==> src/rtl/pidaw_mul.sv <==
`timescale 1ns / 1ps
`default_nettype none
// ----------------------------------------------------------------------------
// pidaw_mul
// Shared 32x32 unsigned multiplier, product registered.
// ----------------------------------------------------------------------------
module pidaw_mul (
    input  wire logic        clk,
    input  wire logic [31:0] op_a,
    input  wire logic [31:0] op_b,
    output logic      [63:0] prod
);
    logic [63:0] prod_reg;

    always_ff @(posedge clk)
    begin
        prod_reg <= {32'd0, op_a} * {32'd0, op_b};
    end

    assign prod = prod_reg;
endmodule
`default_nettype wire

==> config.mk <==
export PLATFORM = sky130hd
export DESIGN_NAME = pidaw_mul
export DESIGN_NICKNAME = d
export VERILOG_FILES = /design/src/rtl/pidaw_mul.sv
export SDC_FILE = /design/constraint.sdc
export NUM_CORES = 2
export LEC_CHECK = 0
export BUFFER_PORTS_ARGS = -buffer_cell sky130_fd_sc_hd__buf_2
export CAP_MARGIN = 25
export CORE_UTILIZATION = 40
export DETAILED_ROUTE_END_ITERATION = 8
export SYNTH_ARGS = -nofsm -noshare
export SYNTH_HDL_FRONTEND = slang
export SYNTH_SLANG_ARGS = --single-unit
==> constraint.sdc <==
create_clock -name clk -period 9.3 [get_ports clk]
set_input_delay 0.93 -clock clk [delete_from_list [all_inputs] [get_ports clk]]
set_output_delay 0.93 -clock clk [all_outputs]
set_load 0.05 [all_outputs]
==> results.ini <==
[floorplanning]
die_area_sq_mm = 0.0879
die_w_um = 296
die_h_um = 296
fp-row-count = 107
io-pin-count = 129
start_util_pct = 40.5
core_sq_mm = 0.0855

[global_route]
track_usage_pct = 22.6
grt_pass1_wl_um = 151000
grt_pass1_vias = 26437
grt_antenna_before_repair = 7
grt_max_degree = 33
gr-total-overflow = 0

[worst_hold_path]
hp-class = primary input to flop

[synth]
avgSynthCellArea_sq_um = 9.25
synth-edff-count = 0
async_reset_ff_share_pct = 0
synth_cell_types = 57
syn-num-nets = 4972
netlist_area_sq_mm = 0.0347
syn_inst = 3748
ys_seq_area_share_pct = 3.69
ys_warn_count = 0
synth_top_flop_cell = dfxtp_1
ys_seq_elements = 64

[critical_path]
cp.required_ns = 9.58
path_class = primary input to flop
endpoint_kind = flop
cp.arrival_ns = 8.94
cp_max_fo = 32
start_kind = primary input

[layout]
final_nets = 4932
drive_above_1_share_pct = 5.41
utilization_pct = 42.7
largest_register_ffs = 64
syn2layout_area_growth_pct = 5.46
n_antenna_cell = 0

[sta]
slew_headroom_pct = 47.0
whs_ns = 1.25
fin_tns_setup_ns = 0
setup_viol = 0
rsz0062_at_grt = false
maxSlewViolCount = 0
worstMarginPinSlew_ns = 0.794
finalHoldViolCount = 0
min_period_over_period_pct = 93.1
fmax_mhz = 115
setup_ws_ns = 0.642
period_needed_ns = 8.66

[detailed_routing]
wl_met2_um = 49900
top_layer = met5
dr.pass1.iters = 6
wl_um = 94700
wl_met3_um = 3750
vias = 24388
via_per_inst = 5.02
wl_per_cell_um = 19.5
ant_nets = 0
drt_iter0_drc = 1128
wl_met1_um = 36400
route.detailed.drc = 0

[clocking]
post_cts_buffers = 0
ctsResizeCount = 0
clk_pin_slew_worst_paths_ns = 0.06
clockBufferDepth = 2
ctsHoldBuffers = 0
cts_tree = built
root_buffer = clkbuf_16
numCtsBuffers = 9
clkSinkCount = 64
htreeDepth = 3

[placement]
post-place-ws_ns = 0.465
dp_hpwl_um = 79300
finalWeightedCongestion = 0.897
port_buffers = 128

[run_status]
status = completed

[flow_run]
maxCapViolations = 0

-- cell usage after synthesis, types with 4 or more instances --
| cell type | count | area, sq um |
|---|---|---|
| a21o_1 | 40 | 300 |
| a21oi_1 | 63 | 315 |
| a221o_1 | 4 | 40.0 |
| a31oi_1 | 12 | 75.1 |
| and2_1 | 602 | 3770 |
| and3_1 | 14 | 87.6 |
| buf_2 | 6 | 30.0 |
| clkbuf_1 | 213 | 800 |
| dfxtp_1 | 64 | 1280 |
| fa_1 | 896 | 17900 |
| ha_1 | 263 | 3290 |
| inv_1 | 865 | 3250 |
| nand2_1 | 480 | 1800 |
| nand3_1 | 10 | 50.1 |
| nand4_1 | 23 | 144 |
| nor2_1 | 20 | 75.1 |
| nor3_1 | 7 | 35.0 |
| o21a_1 | 9 | 67.6 |
| o21ai_0 | 21 | 105 |
| o21ai_1 | 5 | 25.0 |
| o21bai_1 | 10 | 75.1 |
| xnor2_1 | 35 | 307 |
| xor2_1 | 25 | 219 |
-- worst paths after layout --
check | cells after the start | endpoint | startpoint
worst max-delay path | 24 | prod[62] | op_b[9]
worst min-delay path | 2 | prod[0] | op_b[0]
-- worst max-delay path, cell delays in order --
cell	delay, ns
buf_2	0.55
nand2_1	0.16
fa_1	0.54
inv_1	0.05
fa_1	0.52
inv_1	0.05
fa_1	0.53
inv_1	0.05
fa_1	0.48
fa_1	0.60
fa_1	0.44
fa_1	0.49
inv_1	0.05
fa_1	0.48
inv_1	0.04
ha_1	0.44
nand4_1	0.25
or4_1	0.47
or3_1	0.37
a31oi_1	0.64
a31o_2	0.31
a211oi_1	0.11
o21ai_1	0.19
xor2_1	0.15
-- kinds of logic after synthesis --
kind of cell	synth area share, %
compound gates	4.15
xor+xnor	1.52
fa+ha+maj	61.2
buf+inv	11.8
flops	3.69
mux	0.0289
simple gates	17.6
-- stage by stage --
step / instances / cell area [sq um]
after global routing: 4857 / 36600
after CTS: 4857 / 36600
after global placement: 4841 / 36200
final: 4857 / 36600
after floorplan: 3748 / 34700
after detailed placement: 4841 / 36200
-- metal layers --
layer / vias up / global-route usage, %
li1: 10767 / -
met3: 168 / 2.64
met1: 12846 / 26.8
met5: - / 0
met4: 10 / 9.55
met2: 597 / 41.2
-- placed cells by master, fill, tap and decap left out, types with 40 or more instances in the layout --
master / netlist / routed
fa_1: 896 / 896
inv_1: 865 / 865
and2_1: 602 / 602
nand2_1: 480 / 480
ha_1: 263 / 263
buf_2: 6 / 128
dfxtp_1: 64 / 64
a21oi_1: 63 / 63
a21o_1: 40 / 40
buf_4: 0 / 40
-- final cells by class --
| class | instances | area, sq um |
|---|---|---|
| clock inverters | 4 | 76.3 |
| clock buffers | 12 | 256 |
| multi-input cells | 2599 | 29300 |
| repair buffers | 169 | 961 |
| well taps | 1144 | 1430 |
| inverters | 865 | 3250 |
| fillers | 8519 | 49000 |
| flip-flops and latches | 64 | 1280 |
Power is left out: the tool's default activity adds up to more than one toggle a clock period on the data nets, which glitch-free logic cannot reach.
