**config.mk**
```make
export PLATFORM = sky130hd
export DESIGN_NAME = pidaw_div
export DESIGN_NICKNAME = d
export VERILOG_FILES = /design/src/rtl/pidaw_pkg.sv /design/src/rtl/pidaw_div.sv
export SDC_FILE = /design/constraint.sdc
export NUM_CORES = 1
export LEC_CHECK = 0
export ABC_AREA = 1
export CELL_PAD_IN_SITES_DETAIL_PLACEMENT = 0
export CELL_PAD_IN_SITES_GLOBAL_PLACEMENT = 1
export CORE_MARGIN = 2
export CORE_UTILIZATION = 30
export CTS_BUF_LIST = sky130_fd_sc_hd__clkbuf_4 sky130_fd_sc_hd__clkbuf_8
export CTS_CLUSTER_SIZE = 14
export DETAILED_ROUTE_END_ITERATION = 7
export DONT_BUFFER_PORTS = 1
export PLACE_DENSITY_LB_ADDON = 0.2
export REMOVE_ABC_BUFFERS = 1
export SLEW_MARGIN = 30
export SYNTH_ARGS = -nofsm -noshare
export SYNTH_HDL_FRONTEND = slang
export SYNTH_SLANG_ARGS = --single-unit
export TNS_END_PERCENT = 5
```
**constraint.sdc**
```tcl
create_clock -name clk -period 6.5 [get_ports clk]
set_input_delay 0 -clock clk [delete_from_list [all_inputs] [get_ports clk]]
set_output_delay 0 -clock clk [all_outputs]
set_load 0.05 [all_outputs]
```
**src/rtl/pidaw_pkg.sv**
```systemverilog
`timescale 1ns / 1ps
`default_nettype none
// ----------------------------------------------------------------------------
// pidaw_pkg
// Shared types, register indexes and saturation helpers for the PID block.
// ----------------------------------------------------------------------------
package pidaw_pkg;

    localparam int CfgIdxW   = 3;
    localparam int DivSteps  = 64;
    localparam int DivCntW   = $clog2(DivSteps + 1);

    typedef enum logic [CfgIdxW-1:0] {
        REG_GAIN_P    = 3'd0,
        REG_GAIN_I    = 3'd1,
        REG_GAIN_D    = 3'd2,
        REG_INT_LIMIT = 3'd3,
        REG_OUT_LIMIT = 3'd4
    } cfg_idx_t;

    typedef struct packed {
        logic        start;
        logic [63:0] dividend;
        logic [31:0] divisor;
    } div_req_t;

    typedef struct packed {
        logic        busy;
        logic        done;
        logic [63:0] quotient;
    } div_rsp_t;

    function automatic logic [31:0] mag32(input logic [31:0] v);
        return v[31] ? (32'd0 - v) : v;
    endfunction

    function automatic logic [63:0] mag64(input logic [63:0] v);
        return v[63] ? (64'd0 - v) : v;
    endfunction

    function automatic logic [31:0] sat32(input logic [63:0] m, input logic neg);
        logic [31:0] r;
        if (neg)
        begin
            r = (m > 64'h0000_0000_8000_0000) ? 32'h8000_0000 : (32'd0 - m[31:0]);
        end
        else
        begin
            r = (m > 64'h0000_0000_7FFF_FFFF) ? 32'h7FFF_FFFF : m[31:0];
        end
        return r;
    endfunction

    function automatic logic [63:0] sat64(input logic [63:0] m, input logic neg);
        logic [63:0] r;
        if (neg)
        begin
            r = 64'd0 - m;
        end
        else
        begin
            r = m[63] ? 64'h7FFF_FFFF_FFFF_FFFF : m;
        end
        return r;
    endfunction

endpackage
`default_nettype wire

```
**src/rtl/pidaw_div.sv**
```systemverilog
`timescale 1ns / 1ps
`default_nettype none
// ----------------------------------------------------------------------------
// pidaw_div
// Restoring divider, 64-bit dividend by 32-bit divisor, one bit per cycle.
// ----------------------------------------------------------------------------
module pidaw_div (
    input  wire logic                clk,
    input  wire logic                rst_n,
    input  wire pidaw_pkg::div_req_t req,
    output pidaw_pkg::div_rsp_t      rsp
);
    import pidaw_pkg::*;

    logic [63:0]        quo_reg, quo_next;
    logic [31:0]        rem_reg, rem_next;
    logic [31:0]        dsr_reg;
    logic [DivCntW-1:0] cnt_reg;
    logic               busy_reg, done_reg;
    logic [32:0]        rem_sh;
    logic               ge;

    always_comb
    begin
        rem_sh   = {rem_reg, quo_reg[63]};
        ge       = rem_sh >= {1'b0, dsr_reg};
        rem_next = ge ? 32'(rem_sh - {1'b0, dsr_reg}) : rem_sh[31:0];
        quo_next = {quo_reg[62:0], ge};
    end

    always_ff @(posedge clk or negedge rst_n)
    begin
        if (!rst_n)
        begin
            busy_reg <= 1'b0;
            done_reg <= 1'b0;
            cnt_reg  <= '0;
        end
        else
        begin
            done_reg <= 1'b0;
            if (req.start)
            begin
                busy_reg <= 1'b1;
                cnt_reg  <= DivCntW'(DivSteps);
            end
            else if (busy_reg)
            begin
                cnt_reg <= cnt_reg - DivCntW'(1);
                if (cnt_reg == DivCntW'(1))
                begin
                    busy_reg <= 1'b0;
                    done_reg <= 1'b1;
                end
            end
        end
    end

    always_ff @(posedge clk)
    begin
        if (req.start)
        begin
            quo_reg <= req.dividend;
            rem_reg <= '0;
            dsr_reg <= req.divisor;
        end
        else if (busy_reg)
        begin
            quo_reg <= quo_next;
            rem_reg <= rem_next;
        end
    end

    assign rsp.busy     = busy_reg;
    assign rsp.done     = done_reg;
    assign rsp.quotient = quo_reg;
endmodule
`default_nettype wire
```
==> results.py <==
metrics = {
    "synth": {
        "synth-edff-count": 96,
        "yosysTopAreaCell": "edfxtp_1",
        "synth_seq_cells": 137,
        "synthAdderAreaFrac": 0.0531,
        "ys_seq_area_frac": 0.447,
        "synth.distinct_cells": 40,
        "synth_top_family_by_area": "simple AND/OR/NAND/NOR gates",
        "syn_area_mm2": 0.00839,
        "yosys.area_share.xor_xnor": 0.0146,
        "synth_top_area_frac": 0.344,
        "async_flop_share": 0.0657,
        "synth_ff_type": "edfxtp_1",
        "synthSimpleGateAreaFrac": 0.344,
        "synth_compound_area_frac": 0.0362,
        "syn_inst": 1119,
        "synth_warnings": 0,
        "synthTopCellsByArea": "edfxtp_1 34%, nand2_1 20%, inv_1 8.1%",
        "avgSynthCellArea_um2": 7.50,
        "synthMuxAreaShare": 0,
    },
    "sta": {
        "setup_violations": 0,
        "rsz0062_at_grt": "no",
        "hold_viol": 0,
        "finalSetupTns_ns": 0,
        "worst_pin_slew_ns": 0.830,
        "max_clock_freq_ghz": 0.351,
        "clock_skew_ns": 0.0196,
        "period_needed_ns": 2.85,
        "relSlewSlack": 0.446,
        "slew_viol_final": 0,
        "finalCritPeriodShare": 0.438,
    },
    "floorplanning": {
        "fp.coreArea_mm2": 0.0276,
        "die_area_mm2": 0.0293,
        "start_util": 0.304,
        "fp-row-count": 61,
        "io-pin-count": 165,
        "dieWidth_um": 171,
        "die_h_um": 171,
    },
    "clocking": {
        "numCtsBuffers": 17,
        "cts.sinks": 137,
        "cts_max_level": 4,
        "cts_tree": "done",
        "clk_pin_slew_ns": 0.10,
        "post_cts_buffers": 0,
        "cts_buffer_depth": 2,
        "cts_root_buf": "clkbuf_8",
        "clkLatencyLatePin_ns": 0.46,
    },
    "finish": {
        "drive_gt1_frac": 0.0791,
        "area_growth_pct": 21.4,
        "fin_nets": 1347,
        "layout_common_cells": "456 x nand2_1, 180 x inv_1, 100 x dlygate4sd3_1",
        "antenna_cells": 0,
        "area.sequential_mm2": 0.00375,
        "fin_area_mm2": 0.0102,
        "layout_commonest_cell": "nand2_1",
        "fillerInstances": 2959,
        "multiInputGateArea_mm2": 0.00376,
        "largest_reg_flops": 64,
    },
    "detailed_routing": {
        "drt_iter0_drc": 337,
        "via_per_inst": 4.44,
        "first_pass_iters": 5,
        "vias": 7124,
        "drc": 0,
        "ant_nets": 0,
        "wl_per_cell_um": 15.3,
        "wl_um": 24600,
    },
    "run": {
        "drv_cap": 0,
    },
    "min_path": {
        "worst_hold_path_type": "input pin to flop",
    },
    "outcome": {
        "status": "complete, no violations",
    },
    "placement": {
        "dpl_cell_area_mm2": 0.00873,
        "io_buffers": 0,
        "post-dp-hpwl_um": 17600,
        "gp_congestion": 0.852,
    },
    "setup_path": {
        "critPathKind": "flop to flop",
        "cp.required_ns": 6.89,
        "cp_max_fo": 32,
        "worstPathArrival_ns": 3.24,
        "end_kind": "flop",
        "crit_path_start_kind": "flop",
        "reg2reg_setup_slack_ns": 3.65,
    },
    "pwr": {
        "pwr_density_cell_mw_per_mm2": 387,
        "p_leak_nw": 5.10,
        "ir_drop_mv": 0.151,
        "total_power_w": 0.00394,
    },
    "global_route": {
        "antenna_found_initial": 0,
        "grt_max_degree": 97,
        "globalRouteOverflowTotal": 0,
        "grt_pass1_wl_um": 39200,
        "grt_usage": 0.175,
        "grt_pass1_vias": 7264,
    },
}
-- through the flow --
step,worst slack [ns],util,hold slack [ns],cells
after floorplan,3.49,-,-0.296,1088
after global placement,3.47,0.315,-0.295,1470
after detailed placement,3.66,0.316,-0.295,1471
after CTS,3.64,0.369,0.0991,1604
after global routing,3.44,0.369,0.128,1604
final,3.65,0.369,0.135,1604
-- report_power, final --
part	switching [W]	internal, W
logic	0.00112	0.000647
registers	0.000274	0.00111
clock network	0.000382	0.000400
total	0.00178	0.00216
-- Yosys cell counts, types with 2 or more instances --
cell and number:
nand2_1 456, inv_1 181, edfxtp_1 96, nand3_1 83
nor2_1 45, ha_1 34, dfxtp_1 32, a21oi_1 27
nand2_2 21, clkbuf_1 18, nand3_2 17, o21ai_1 12
nand3b_1 11, xnor2_1 11, o21ai_0 10, dfrtp_1 9
nand4_1 9, nor2_2 7, buf_4 5, buf_2 4
inv_2 4, nor2_4 3, xor2_1 3, a21o_1 2
buf_12 2, o21bai_1 2, or2_2 2
-- critical path, stage by stage (launching register included) --
cell and delay [ns]:
edfxtp_1 0.68, inv_1 0.13, ha_1 0.36, nand2_1 0.09, nor2_1 0.05, nand2_2 0.12
nor2_4 0.05, nor2_4 0.51, buf_16 0.23, nand2_8 0.22, nand2_1 0.18, nand3_1 0.08
nand2_1 0.06
-- what timing repair did --
item | in CTS | in global routing
endpoints found under the hold margin | 156 | 0
hold buffers | 101 | 0
gates resized for setup | 0 | 0
-- metal layers --
layer | global-route usage | vias up | share of wire
li1 | - | 3685 | -
met1 | 0.223 | 3252 | 0.47
met2 | 0.290 | 175 | 0.46
met3 | 0.0527 | 12 | 0.062
met4 | 0.0409 | 0 | 0.011
met5 | 0 | - | 0
-- final timing paths --
check	depth (start not counted)	to	from
worst max-delay path	12	rem_reg[12]$_SDFFE_PP0P_	quo_reg[63]$_DFFE_PP_
min in group asynchronous	2	busy_reg$_DFF_PN0_	rst_n
worst max register to register	12	rem_reg[12]$_SDFFE_PP0P_	quo_reg[63]$_DFFE_PP_
worst min-delay path	3	cnt_reg[6]$_DFFE_PN0P_	req[96]
worst min register to register	2	rem_reg[22]$_SDFFE_PP0P_	rem_reg[22]$_SDFFE_PP0P_
max in group asynchronous	2	cnt_reg[1]$_DFFE_PN0P_	rst_n
-- area by class of cell --
type                    count  area share
clock buffers              20      0.0252
clock inverters            12      0.0162
repair buffers            106       0.107
flip-flops and latches    137       0.368
well taps                 378      0.0464
inverters                 185      0.0683
multi-input cells         766       0.369
-- kinds of logic (layout without fill, tap and decap cells) --
family          count (synthesis)  in the layout
simple gates                  660            660
buf+inv                       216            323
xor+xnor                       14             14
compound gates                 57             57
flops                         137            137
fa+ha+maj                      35             35
No activity file was read; power rests on OpenSTA's default activity.
